File: config.mk
export PLATFORM = sky130hd
export DESIGN_NAME = bfct_front
export DESIGN_NICKNAME = d
export VERILOG_FILES = /design/src/hdl/bfct_pkg.sv /design/src/hdl/bfct_front.sv
export SDC_FILE = /design/constraint.sdc
export NUM_CORES = 1
export LEC_CHECK = 0
export ABC_AREA = 1
export ABC_CLOCK_PERIOD_IN_PS = 9800
export BUFFER_PORTS_ARGS = -buffer_cell sky130_fd_sc_hd__buf_2
export CAP_MARGIN = 20
export CORE_AREA = 2 2 147 134
export CTS_BUF_LIST = sky130_fd_sc_hd__clkbuf_8 sky130_fd_sc_hd__clkbuf_16
export CTS_CLUSTER_DIAMETER = 60
export DETAILED_ROUTE_END_ITERATION = 10
export DIE_AREA = 0 0 149 136
export GPL_ROUTABILITY_DRIVEN = 0
export HOLD_SLACK_MARGIN = 0.02
export PLACE_DENSITY_LB_ADDON = 0.2
export SLEW_MARGIN = 20
export SYNTH_ARGS = -nofsm -noshare
export SYNTH_HDL_FRONTEND = slang
export SYNTH_SLANG_ARGS = --single-unit
export TNS_END_PERCENT = 5
File: constraint.sdc
create_clock -name clk -period 9.8 [get_ports clk]
set_input_delay 0.49 -clock clk [delete_from_list [all_inputs] [get_ports clk]]
set_output_delay 0.49 -clock clk [all_outputs]
set_load 0.01 [all_outputs]
File: src/hdl/bfct_pkg.sv
package bfct_pkg;

    localparam logic [15:0] ETH_KIND_IPV4 = 16'h0800;
    localparam logic [7:0]  PROTO_TCP     = 8'd6;
    localparam logic [7:0]  PROTO_UDP     = 8'd17;

    localparam logic [1:0] ST_COUNTED = 2'd0;
    localparam logic [1:0] ST_NOT_IP  = 2'd1;
    localparam logic [1:0] ST_NOT_L4  = 2'd2;
    localparam logic [1:0] ST_FULL    = 2'd3;

    typedef struct packed {
        logic [15:0] ether_kind;
        logic [7:0]  ip_proto;
        logic [31:0] src_addr;
        logic [31:0] dst_addr;
        logic [15:0] sport;
        logic [15:0] dport;
        logic [17:0] cap_length;
    } in_item_t;

    typedef struct packed {
        logic [1:0]  status;
        logic [8:0]  stream_id;
        logic        reverse_dir;
        logic        new_stream;
        logic [31:0] sum_pkts;
        logic [47:0] sum_bytes;
        logic [31:0] dir_pkts;
        logic [47:0] dir_bytes;
    } result_t;

    // classified packet held between front and back
    typedef struct packed {
        logic [1:0]  status;
        logic        is_udp;
        logic [31:0] src_addr;
        logic [31:0] dst_addr;
        logic [15:0] sport;
        logic [15:0] dport;
        logic [17:0] cap_length;
    } q_item_t;

    typedef struct packed {
        logic        is_udp;
        logic [31:0] addr_a;
        logic [15:0] port_a;
        logic [31:0] addr_b;
        logic [15:0] port_b;
        logic [31:0] pkts_ab;
        logic [47:0] bytes_ab;
        logic [31:0] pkts_ba;
        logic [47:0] bytes_ba;
    } entry_t;

    typedef enum logic [2:0] {
        B_IDLE,
        B_READ,
        B_CMP,
        B_UPD,
        B_OUT
    } back_state_t;

endpackage

File: src/hdl/bfct_front.sv
module bfct_front (
    input  logic               clk,
    input  logic               rst_n,
    input  logic               start,
    output logic               busy,
    input  bfct_pkg::in_item_t item,
    input  logic               pop,
    output logic               q_valid,
    output bfct_pkg::q_item_t  q_item
);
    import bfct_pkg::*;

    q_item_t    fifo_mem [2];
    logic       wr_ptr_reg, wr_ptr_next;
    logic       rd_ptr_reg, rd_ptr_next;
    logic [1:0] count_reg, count_next;
    logic       push;
    q_item_t    cls;

    // classify the incoming transaction
    always_comb
    begin
        cls.is_udp     = (item.ip_proto == PROTO_UDP);
        cls.src_addr   = item.src_addr;
        cls.dst_addr   = item.dst_addr;
        cls.sport      = item.sport;
        cls.dport      = item.dport;
        cls.cap_length = item.cap_length;
        priority if (item.ether_kind != ETH_KIND_IPV4)
            cls.status = ST_NOT_IP;
        else if (item.ip_proto != PROTO_TCP && item.ip_proto != PROTO_UDP)
            cls.status = ST_NOT_L4;
        else
            cls.status = ST_COUNTED;
    end

    assign busy    = (count_reg == 2'd2);
    assign push    = start && !busy;
    assign q_valid = (count_reg != 2'd0);
    assign q_item  = fifo_mem[rd_ptr_reg];

    // queue pointers
    always_comb
    begin
        wr_ptr_next = push ? ~wr_ptr_reg : wr_ptr_reg;
        rd_ptr_next = pop ? ~rd_ptr_reg : rd_ptr_reg;
        count_next  = count_reg + {1'b0, push} - {1'b0, pop};
    end

    always_ff @(posedge clk or negedge rst_n)
    begin
        if (!rst_n)
        begin
            wr_ptr_reg <= 1'b0;
            rd_ptr_reg <= 1'b0;
            count_reg  <= 2'd0;
        end
        else
        begin
            wr_ptr_reg <= wr_ptr_next;
            rd_ptr_reg <= rd_ptr_next;
            count_reg  <= count_next;
        end
    end

    // queue storage
    always_ff @(posedge clk)
    begin
        if (push)
        begin
            fifo_mem[wr_ptr_reg] <= cls;
        end
    end

endmodule

# Word-level counts from Yosys, hierarchy flattened
# Memories as Yosys holds them, arrays and structs flattened.
# Index checks and enable logic that the tools add are counted.
# word_totals
regBits,4
latchBits,0
ramBits,234
romBits,0
in_bits,142
output_inout_bits,119
word_cells,21
n_memories,1
# op_classes
add_sub_neg,2
mul,0
div,0
magnitude_cmp,0
n_eq_ne,5
shift,0
muxes,4
n_bitwise,2
reduce_logical,4
# memory_table
memory,words,word_bits,read_ports,rd_ports_with_merged_regs,wr,line_no,rtl
fifo_mem,2,117,1,0,1,bfct_front.sv:13,q_item_t fifo_mem [2];
# ops
operator,count
16-bit by 12-bit != test with 1-bit output (second input constant),1
8-bit by 5-bit == test with 1-bit output (second input constant),1
8-bit by 3-bit != test with 1-bit output (second input constant),1
8-bit by 5-bit != test with 1-bit output (second input constant),1
2-bit 2-to-1 mux,2
2-bit by 1-bit adder with 2-bit output,1
2-bit == test (second input constant),1
1-bit logical AND,2
1-bit 2-to-1 mux,2
1-bit inverter,2
2-bit nonzero test,1
2-bit by 1-bit subtractor with 2-bit output,1
1-bit logical NOT,1

# Logic depth before layout (Yosys ltp)
# Gate-level depths: netlist of run 1.
# logic_depth
word_depth,5
depth_mapped,7
depth_no_buf,7

# Worst setup path after synthesis of run 1
# Ideal clock, no wire load.
# synth_timing
kind,input -> register
from,input start
to,memory fifo_mem[0][0] (netlist name) (enable)
setup_ns,0.595
arrival_ns,5.484
required_time_ns,9.205
slack_ns,3.721
path_stages,2
path_buffers,0
path_cell_list,o21ai_1 -> nor2_1
# synth_between
elab_chain_cells,3
# synth_lines
element,line_no,rtl
from (decl),bfct_front.sv:4,"input logic start,"
1-bit logical AND,bfct_front.sv:38,assign push = start && !busy;
1-bit 2-to-1 mux,bfct_front.sv:69,if (push)
1-bit 2-to-1 mux (not written as such),bfct_front.sv:71,fifo_mem[wr_ptr_reg] <= cls;
to (decl),bfct_front.sv:13,
# No other way between the ends.

==> key figures, run 1 <==
STA
  • Max-slew violation count: 0
  • Hold Vio Cnt, Final: 0
  • Final Skew: 0.0121 ns
  • Minimum clock period: roughly 3.5 ns
  • Fmax: roughly 290 MHz
  • Final Setup Violations: 0
  • Final Cycle Share: 35.2%
  • RSZ-0062 raised after global routing: no
  • Setup TNS: 0 ns
  • Hold Slack: 0.172 ns
  • Slew @ Worst Pin: 0.962 ns
  • PnR worst setup slack: 6.35 ns
  • Slew headroom: 35.9%

Drt
  • Initial DRC count: 238
  • Wire length per cell: 17.8 µm
  • DR vias: 4732
  • Final routed DRC violation total: 0
  • Drt first pass iters: 4
  • Aggregate routed wire length: 17.3 mm
  • Met1 wire length: 6.87 mm
  • Vias per cell: 4.87
  • Top Layer Used: met5
  • Met2 WL: 8.34 mm
  • DRT antenna net count: 0
  • Met3 wire len: roughly 1.6 mm

Synth
  • Cells after Synth: 422
  • Synth Net Count: 566
  • Top cells by area, synth: edfxtp_1 79%, mux2_2 12%, mux2_4 3.4%
  • Seq/Total Area, Yosys: 80.5%
  • Yosys top cell by area: edfxtp_1
  • Synth top area share: 79.4%
  • Mean Syn Cell Area: around 21 µm²
  • Syn. warnings: 0
  • Syn Std Cell Area: about 0.0089 mm²
  • Unique masters post-synth: 14
  • Synthesized flop and latch total: 238

Die
  • Die W: 149 µm
  • Total core area: 0.0189 mm²
  • Area of the die: a little over 0.02 mm²
  • Die Ht: 136 µm
  • Top Ports: 261
  • Initial Utilization: 46.9%
  • Rows: between 40 and 50

Finish
  • Commonest non-fill, non-tap cell in the layout: buf_2
  • Area Growth Syn to Fin: 26.9%
  • Most frequent cells in the layout: 260 x buf_2, 234 x edfxtp_1, 97 x mux2_2
  • Final Cell Area: 0.0112 mm²
  • Fin nets: roughly 850
  • Share of cells above drive strength 1: between 50% and 60%
  • Max reg flops: 234

Critical path
  • CP required: around 9.3 ns
  • Critical path arrival: between 2 and 3 ns
  • WP buf/inv: 2
  • Crit Path Class: reg2out
  • Worst setup SP type: register
  • Worst-path cell with the longest stage delay: dfrtp_4
  • Critical-path maximum fanout: 63
  • Crit path max-delay family: buffers and inverters
  • CP Capture Type: primary output
  • Max stage delay on crit path: around 0.9 ns
  • Worst path cell trace: buf_4 > mux2_2 > buf_2

Place
  • Placed Area: 0.0104 mm²
  • IO buf count: 260
  • Worst slack at placement: 6.86 ns
  • HPWL Detailed: ~12 mm

Clock tree
  • PostCTS Resize Cnt: 0
  • TritonCTS clock tree: yes
  • Skew-Pair Late Insertion Delay: about 0.5 ns
  • Cts hold-fix bufs: 1
  • Root Buffer: clkbuf_16
  • Clk slew on worst S/H paths: 0.06 ns
  • CTS Buffer Depth: 3
  • H-tree lvl count: 1
  • Num CTS Buffers: 25
  • Post-CTS setup buffer count: 0
  • CTS Sinks: 238

Pwr
  • Worst vdd ir: between 200 and 250 µV
  • Clock Power Share: 26.9%
  • Seq pwr share: ~45%
  • Leak Pwr: roughly 4.4 nW
  • Total Power: ~3.3 mW
  • Sw Pwr: 0.934 mW
  • Int Pwr: 2.37 mW
  • Comb pwr share: 27.9%
  • Switch share: roughly 28%
  • Pwr Density: 294 mW/mm²

Status
  • Status: completed

Min path
  • HP Class: in2reg

Global routing
  • Initial antenna violation count: 5
  • First-pass GRT wire length: 25.8 mm
  • Pin count of the biggest net entering global routing: 64
  • Global Route Usage Sum: 16.5%
  • Number of global-route vias before repair: 4849
  • Congestion Overflow GR: 0

Job
  • Total of max-cap violations: 0
final cells by class:
class | instances | area, µm²
Inverter | 13 | 48.8
Sequential cell | 238 | 7130
Fill cell | 1462 | 7620
Multi-Input combinational cell | 158 | 1600
Tap cell | 250 | 313
Antenna cell | 3 | 7.51
Clock buffer | 25 | 626
Timing Repair Buffer | 266 | 1350
Clock inverter | 19 | 158
synthesized netlist by cell type, drive strengths merged:
library cell / n
edfxtp: 234
mux2: 117
nor2: 18
nand2: 15
buf: 13
inv: 13
dfrtp: 4
xor2: 3
ha: 2
o21ai: 1
or2: 1
xnor2: 1
kinds of logic (layout without fill, tap and decap cells):
| logic type | count (synthesis) | count (layout) | share of synthesized area [%] |
|---|---|---|---|
| DFF | 238 | 238 | 80.5 |
| muxes | 117 | 117 | 15.7 |
| and+or+nand+nor | 34 | 34 | 1.47 |
| buffers and inverters | 26 | 323 | 1.57 |
| xor gates and xnor gates | 4 | 4 | 0.396 |
| adders and majority gates | 2 | 2 | 0.283 |
| AOI/OAI and AO/OA | 1 | 1 | 0.0565 |
| other | 0 | 3 | 0 |
worst register-to-register path, cell delays in order (launching register included):
cell and delay (ns):
dfrtp_4 0.90, buf_4 0.89, xor2_1 0.27
power by group through the flow:
| stage | logic [mW] | registers [mW] | clock network, mW |
|---|---|---|---|
| finish | 0.921 | 1.49 | 0.890 |
| global route | 0.992 | 1.52 | 0.957 |
| CTS | 0.942 | 1.50 | 0.917 |
| detailed placement | 0.936 | 1.52 | 0 |
| global placement | 0.921 | 1.51 | 0 |
| floorplan | 0.638 | 1.49 | 0 |
metrics by stage:
step	utilization (%)	instances
2_1_floorplan	-	422
3_3_place_gp	55.3	924
3_5_place_dp	55.3	924
4_1_cts	59.5	969
5_1_grt	59.5	970
6_report	59.6	972
worst paths after layout:
check,start,end,slack (ns),depth (start not counted)
hold / removal,item[37],fifo_mem[1][37],0.17,1
hold reg to reg,count_reg[0],count_reg[0],0.59,1
setup / recovery,rd_ptr_reg,q_item[68],6.35,3
max in group asynchronous,rst_n,rd_ptr_reg,9.34,2
setup reg to reg,rd_ptr_reg,rd_ptr_reg,7.57,2
min in group asynchronous,rst_n,count_reg[0],0.32,2
layer usage:
layer	track usage (%)	up-vias
met1	20.7	2314
met5	0	-
met2	27.0	191
met3	5.81	36
li1	-	2189
met4	5.13	2
(Power assumes the default switching activity.)
==> run 2, diff against run 1 <==
--- a/config.mk
+++ b/config.mk
@@ -6,7 +6,7 @@
 export NUM_CORES = 1
 export LEC_CHECK = 0
 export ABC_AREA = 1
-export ABC_CLOCK_PERIOD_IN_PS = 9800
+export ABC_CLOCK_PERIOD_IN_PS = 3500
 export BUFFER_PORTS_ARGS = -buffer_cell sky130_fd_sc_hd__buf_2
 export CAP_MARGIN = 20
 export CORE_AREA = 2 2 147 134
==> constraint.sdc (replaced) <==
create_clock -name clk -period 3.5 [get_ports clk]
set_input_delay 0.175 -clock clk [delete_from_list [all_inputs] [get_ports clk]]
set_output_delay 0.175 -clock clk [all_outputs]
set_load 0.01 [all_outputs]
==> key figures, run 2 (synthesized netlist as in run 1, its figures left out) <==
Status
  • Status: completed

Global routing
  • Initial antenna violation count: 0 (-5)
  • First-pass GRT wire length: 27.1 mm (+5.1%)
  • Pin count of the biggest net entering global routing: 72 (+13%)
  • Global Route Usage Sum: 17.1% (+0.66 points)
  • Congestion Overflow GR: 0 (unchanged)
  • Number of global-route vias before repair: 5563 (+15%)

Critical path
  • Critical-path maximum fanout: 47 (-25%)
  • Critical path arrival: 2.03 ns (-0.93 ns)
  • Crit Path Class: reg2out
  • Worst setup SP type: register
  • End point of the critical path: q_item[0]
  • CP required: 3.32 ns (-5.99 ns)
  • Reg-to-Reg Start: count_reg[1]
  • CP startpoint: rd_ptr_reg
  • R2r worst-path depth: 4 (+2)
  • FF-to-FF End: fifo_mem[0][58]
  • CP Capture Type: primary output
  • R2R Setup Slk: 1.54 ns (-6.03 ns)

Drt
  • Drt first pass iters: 4 (unchanged)
  • Initial DRC count: 214 (-10%)
  • DR vias: 5129 (+8.4%)
  • Wire length per cell: 16.3 µm (-8.3%)
  • Vias per cell: 4.71 (-3.2%)
  • Final routed DRC violation total: 0 (unchanged)
  • Aggregate routed wire length: 17.7 mm (+2.7%)
  • DRT antenna net count: 0 (unchanged)

Finish
  • # diodes: 0 (-3)
  • Max reg flops: 234 (unchanged)
  • Area Growth Syn to Fin: 40.2%
  • Most frequent cells in the layout: 260 x buf_2, 234 x edfxtp_1, 117 x dlygate4sd3_1
  • Fin nets: 963 (+14%)
  • Commonest non-fill, non-tap cell in the layout: buf_2
  • Post-Layout Cell Count: 1088 (+12%)
  • Share of cells above drive strength 1: 50.7% (-7.3 points)
  • Fin util: 65.8% (+6.2 points)
  • Final Cell Area: 0.0124 mm² (+10%)

Clock tree
  • Num CTS Buffers: 25 (unchanged)
  • CTS Sinks: 238 (unchanged)
  • H-tree lvl count: 1 (unchanged)
  • Clk slew on worst S/H paths: 0.06 ns (about the same)
  • PostCTS Resize Cnt: 0 (unchanged)
  • CTS Buffer Depth: 3 (unchanged)
  • Root Buffer: clkbuf_16
  • TritonCTS clock tree: yes
  • Skew-Pair Late Insertion Delay: 0.50 ns (about the same)

Pwr
  • Int Pwr: 6.68 mW (+180%)
  • Comb pwr share: 30.3% (+2.4 points)
  • Leak Pwr: 4.87 nW (+11%)
  • Worst vdd ir: 581 µV (+140%)
  • Switch share: 28.6% (+0.36 points)
  • Total Power: 9.36 mW (+180%)
  • Pwr Density: 755 mW/mm² (+160%)
  • Sw Pwr: 2.68 mW (+190%)
  • Clock Power Share: 26.5% (-0.4 points)
  • Seq pwr share: 43.2% (-2.0 points)

Die
  • Top Ports: 261 (unchanged)
  • Initial Utilization: 46.9% (unchanged)
  • Die Ht: 136 µm (unchanged)
  • Area of the die: 0.0203 mm² (unchanged)
  • Total core area: 0.0189 mm² (unchanged)
  • Die W: 149 µm (unchanged)
  • Rows: 48 (unchanged)

Place
  • IO buf count: 260 (unchanged)
  • Placed Area: 0.0105 mm² (+0.19%)
  • Placed instance count: 925 (+0.11%)
  • HPWL Detailed: 11.0 mm (-5.6%)

STA
  • Slew @ Worst Pin: 0.898 ns (-0.0640 ns)
  • Minimum clock period: 2.21 ns
  • RSZ-0062 raised after global routing: no
  • Slew headroom: 40.1% (+4.3 points)
  • Final Setup Violations: 0 (unchanged)
  • Max-slew violation count: 0 (unchanged)
  • Final Skew: 0.00550 ns (-0.00659 ns)
  • Fmax: between 400 and 500 MHz
  • Setup TNS: 0 ns (unchanged)
  • Hold Vio Cnt, Final: 0 (unchanged)
  • Final Cycle Share: a little over three fifths

Job
  • Total of max-cap violations: 0 (unchanged)

Min path
  • HP Class: in2reg
## run 2: changes by cell type in the layout (fill, tap and decap cells not counted), sizes merged, moves of 3 or more
cell         previous run  this run
clkinv                  9        14
diode                   3         0
dlygate4sd3             1       117
inv                    20        17
## run 2: how the worst min path moves through the flow
stage | slack, ns | cells past startpoint | from | endpoint
after floorplan | -0.12 | 0 | rst_n | count_reg[0]
after global placement | -0.02 | 1 | rst_n | count_reg[0]
after detailed placement | -0.01 | 1 | rst_n | count_reg[0]
after CTS | 0.08 | 5 | item[130] | fifo_mem[0][115]
after global routing | 0.1 | 5 | item[124] | fifo_mem[0][115]
final | 0.1 | 5 | item[132] | fifo_mem[0][115]
## run 2: area by class of cell
class                           count  area [µm²]
Multi-Input combinational cell    158        1600
Timing Repair Buffer              383        2530
Tap cell                          250         313
Fill cell                        1321        6450
Sequential cell                   238        7130
Clock buffer                       25         626
Clock inverter                     21         158
Inverter                           13        48.8
## run 2: metrics by stage
step                hold WS [ns]  setup WS [ns]
finish                    0.0983           1.29
global route              0.0993           1.20
CTS                       0.0803           1.24
detailed placement       -0.0110           1.53
global placement         -0.0153           1.60
floorplan                 -0.121         -0.583
## run 2: timing repair
action | 4_1_cts | 5_1_grt
endpoints found under the hold margin | 233 | 0
setup endpoints to repair | 0 | 0
hold buffers | 117 | 0
buffers inserted | 0 | 0
## run 2: routing by layer
metal / part of all wire, % / vias up / track usage, %
met4: 2.3 / 0 / 4.81
met1: 40 / 2486 / 20.5
li1: - / 2429 / -
met2: 51 / 180 / 30.6
met3: 6.7 / 34 / 4.70
met5: 0 / - / 0
## run 2: power groups by stage
| stage | Sequential [mW] | Combinational, mW | Clock [mW] |
|---|---|---|---|
| 6_report | 4.04 | 2.84 | 2.48 |
| 5_1_grt | 4.10 | 3.05 | 2.66 |
| 4_1_cts | 4.05 | 2.88 | 2.55 |
| 2_1_floorplan | 4.11 | 1.79 | 0 |
| 3_5_place_dp | 4.10 | 2.76 | 0 |
| 3_3_place_gp | 4.07 | 2.75 | 0 |
## run 2: worst max-delay path, cell delays in order (launching register included)
cell and delay [ns]:
dfrtp_4 0.42, buf_4 0.51, mux2_2 0.43, buf_2 0.14
==> run 3, diff against run 2 <==
--- a/config.mk
+++ b/config.mk
@@ -6,14 +6,14 @@
 export NUM_CORES = 1
 export LEC_CHECK = 0
 export ABC_AREA = 1
-export ABC_CLOCK_PERIOD_IN_PS = 3500
+export ABC_CLOCK_PERIOD_IN_PS = 1800
 export BUFFER_PORTS_ARGS = -buffer_cell sky130_fd_sc_hd__buf_2
 export CAP_MARGIN = 20
-export CORE_AREA = 2 2 147 134
+export CORE_AREA = 2 2 150 137
 export CTS_BUF_LIST = sky130_fd_sc_hd__clkbuf_8 sky130_fd_sc_hd__clkbuf_16
 export CTS_CLUSTER_DIAMETER = 60
 export DETAILED_ROUTE_END_ITERATION = 10
-export DIE_AREA = 0 0 149 136
+export DIE_AREA = 0 0 152 139
 export GPL_ROUTABILITY_DRIVEN = 0
 export HOLD_SLACK_MARGIN = 0.02
 export PLACE_DENSITY_LB_ADDON = 0.2
==> constraint.sdc (replaced) <==
create_clock -name clk -period 1.8 [get_ports clk]
set_input_delay 0.09 -clock clk [delete_from_list [all_inputs] [get_ports clk]]
set_output_delay 0.09 -clock clk [all_outputs]
set_load 0.01 [all_outputs]
==> key figures, run 3 (synthesized netlist as in run 1, its figures left out) <==
Status
  • Status: finished with violations
  • Failing checks: negative setup slack

Finish
  • Commonest non-fill, non-tap cell in the layout: edfxtp_1
  • Share of cells above drive strength 1: 50.2% (-0.54 points)
  • Final Cell Area: 0.0133 mm² (+7.3%)
  • Post-Layout Cell Count: 1118 (+2.8%)
  • Area Growth Syn to Fin: 50.3%
  • Max reg flops: 234 (unchanged)
  • # diodes: 0 (unchanged)
  • Fin nets: 990 (+2.8%)
  • Most frequent cells in the layout: 234 x edfxtp_1, 200 x buf_2, 132 x dlygate4sd3_1

Drt
  • Wire length per cell: 18.0 µm (+10%)
  • Met2 WL: 10.5 mm (+17%)
  • Drt first pass iters: 4 (unchanged)
  • Top Layer Used: met4
  • Final routed DRC violation total: 0 (unchanged)
  • Initial DRC count: 206 (-3.7%)
  • Met1 wire length: 7.91 mm (+11%)
  • Met3 wire len: 1.08 mm (-9.0%)
  • DRT antenna net count: 0 (unchanged)
  • Vias per cell: 4.77 (+1.1%)
  • DR vias: 5328 (+3.9%)
  • Aggregate routed wire length: 20.1 mm (+13%)

Critical path
  • Critical-path maximum fanout: 15 (-68%)
  • R2r worst-path depth: 6 (+2)
  • CP Capture Type: primary output
  • Critical path arrival: 1.82 ns (-0.21 ns)
  • Worst path cell trace: buf_12 > buf_16 > mux2_4 > buf_2
  • R2R Setup Slk: 0.25 ns (-1.29 ns)
  • Worst-path cell with the longest stage delay: dfrtp_4
  • CP required: 1.71 ns (-1.61 ns)
  • FF-to-FF End: count_reg[1]
  • Worst setup SP type: register
  • Crit Path Class: reg2out
  • Max stage delay on crit path: 0.52 ns (about the same)
  • Reg-to-Reg Start: count_reg[0]

Job
  • Total of max-cap violations: 0 (unchanged)

STA
  • Minimum clock period: 1.91 ns
  • Final Setup Violations: 117 (+117)
  • Setup TNS: -6.89 ns (-6.89 ns)
  • Slew headroom: 71.9% (+32 points)
  • Max-slew violation count: 0 (unchanged)
  • Final Skew: 0.0102 ns (+0.00470 ns)
  • Slew @ Worst Pin: 0.421 ns (-0.477 ns)
  • Final Cycle Share: 106%
  • Hold Slack: 0.106 ns (+0.00810 ns)
  • Fmax: 525 MHz
  • Hold Vio Cnt, Final: 0 (unchanged)
  • PnR worst setup slack: -0.106 ns (-1.40 ns)
  • RSZ-0062 raised after global routing: yes

Die
  • Area of the die: 0.0211 mm² (+4.3%)
  • Die W: 152 µm (+2.0%)
  • Rows: 49 (+2.1%)
  • Total core area: 0.0197 mm² (+4.4%)
  • Die Ht: 139 µm (+2.2%)
  • Top Ports: 261 (unchanged)
  • Initial Utilization: 45.0% (-2.0 points)

Clock tree
  • CTS Sinks: 238 (unchanged)
  • TritonCTS clock tree: yes
  • CTS Buffer Depth: 3 (unchanged)
  • Num CTS Buffers: 25 (unchanged)
  • H-tree lvl count: 1 (unchanged)
  • Root Buffer: clkbuf_16
  • Skew-Pair Late Insertion Delay: 0.51 ns (about the same)
  • Clk slew on worst S/H paths: 0.06 ns (about the same)

Min path
  • WHS Path Cells: 5 (unchanged)
  • Worst Hold Launch: item[118]
  • HP Class: in2reg
  • Worst Hold End: fifo_mem[1][114]

Pwr
  • Leak Pwr: 5.25 nW (+7.8%)
  • Worst vdd ir: 854 µV (+47%)
  • Pwr Density: 1520 mW/mm² (+100%)

Place
  • Placed instance count: 932 (+0.76%)
  • HPWL Detailed: 11.3 mm (+2.8%)
  • Placed Area: 0.0106 mm² (+1.0%)
  • IO buf count: 260 (unchanged)

Global routing
  • Initial antenna violation count: 0 (unchanged)
  • Pin count of the biggest net entering global routing: 72 (unchanged)
  • Congestion Overflow GR: 0 (unchanged)
  • Global Route Usage Sum: 18.1% (+1.0 points)
  • First-pass GRT wire length: 30.4 mm (+12%)
  • Number of global-route vias before repair: 5834 (+4.9%)
[run 3: cell types whose count changed in the layout (fill, tap and decap cells not counted), sizes merged]
cell / delta
clkinvlp: -1
buf: +10
clkinv: -9
dlygate4sd3: +15
inv: +5
clkbuf: +5
[run 3: through the flow]
stage | worst slack [ns] | util [%] | total power [mW]
after global placement | 0.300 | 53.7 | 13.4
final | -0.106 | 67.6 | 20.2
after global routing | -0.148 | 67.6 | 21.0
after CTS | -0.130 | 66.4 | 19.8
after detailed placement | 0.231 | 53.7 | 13.6
after floorplan | -0.905 | - | 11.4
[run 3: layout make-up]
cell class                      instances  area [µm²]
Inverter                               13        48.8
Clock buffer                           28         667
Clock inverter                         16         119
Multi-Input combinational cell        158        1630
Timing Repair Buffer                  410        3400
Sequential cell                       238        7130
Fill cell                            1279        6370
Tap cell                              255         319
[run 3: metal layers]
| metal | global-route usage [%] | vias up |
|---|---|---|
| met2 | 32.9 | 203 |
| met3 | 3.59 | 42 |
| li1 | - | 2486 |
| met5 | 0 | - |
| met4 | 5.85 | 0 |
| met1 | 21.9 | 2597 |
[run 3: worst max path at each step]
| stage | start | endpoint | slack (ns) | depth (start not counted) |
|---|---|---|---|---|
| 3_5_place_dp | count_reg[0] | count_reg[1] | 0.23 | 6 |
| 5_1_grt | rd_ptr_reg | q_item[23] | -0.15 | 4 |
| 6_report | rd_ptr_reg | q_item[58] | -0.11 | 4 |
| 4_1_cts | rd_ptr_reg | q_item[58] | -0.13 | 4 |
| 3_3_place_gp | count_reg[0] | count_reg[1] | 0.30 | 6 |
| 2_1_floorplan | count_reg[1] | fifo_mem[0][0] | -0.91 | 3 |
[run 3: repair_timing]
action | in CTS | in global routing
pin swaps | 0 | 0
endpoints found under the setup margin | 117 | 117
cloned | 5 | 2
endpoints found under the hold margin | 236 | 0
resized for setup | 41 | 31
buffers inserted | 2 | 1
hold buffers | 132 | 0
[run 3: worst max-delay path, delay by kind of cell, from the launching register on]
family	cells	cell delay (ns)
DFF	1	0.52
buffers and inverters	3	0.49
muxes	1	0.30
[run 3: where the power goes]
group | leakage, nW | internal, mW | total (mW) | switching [mW]
logic | 2.62 | 4.00 | 7.41 | 3.41
clock network | 0.419 | 2.91 | 4.88 | 1.97
registers | 2.22 | 7.57 | 7.87 | 0.304
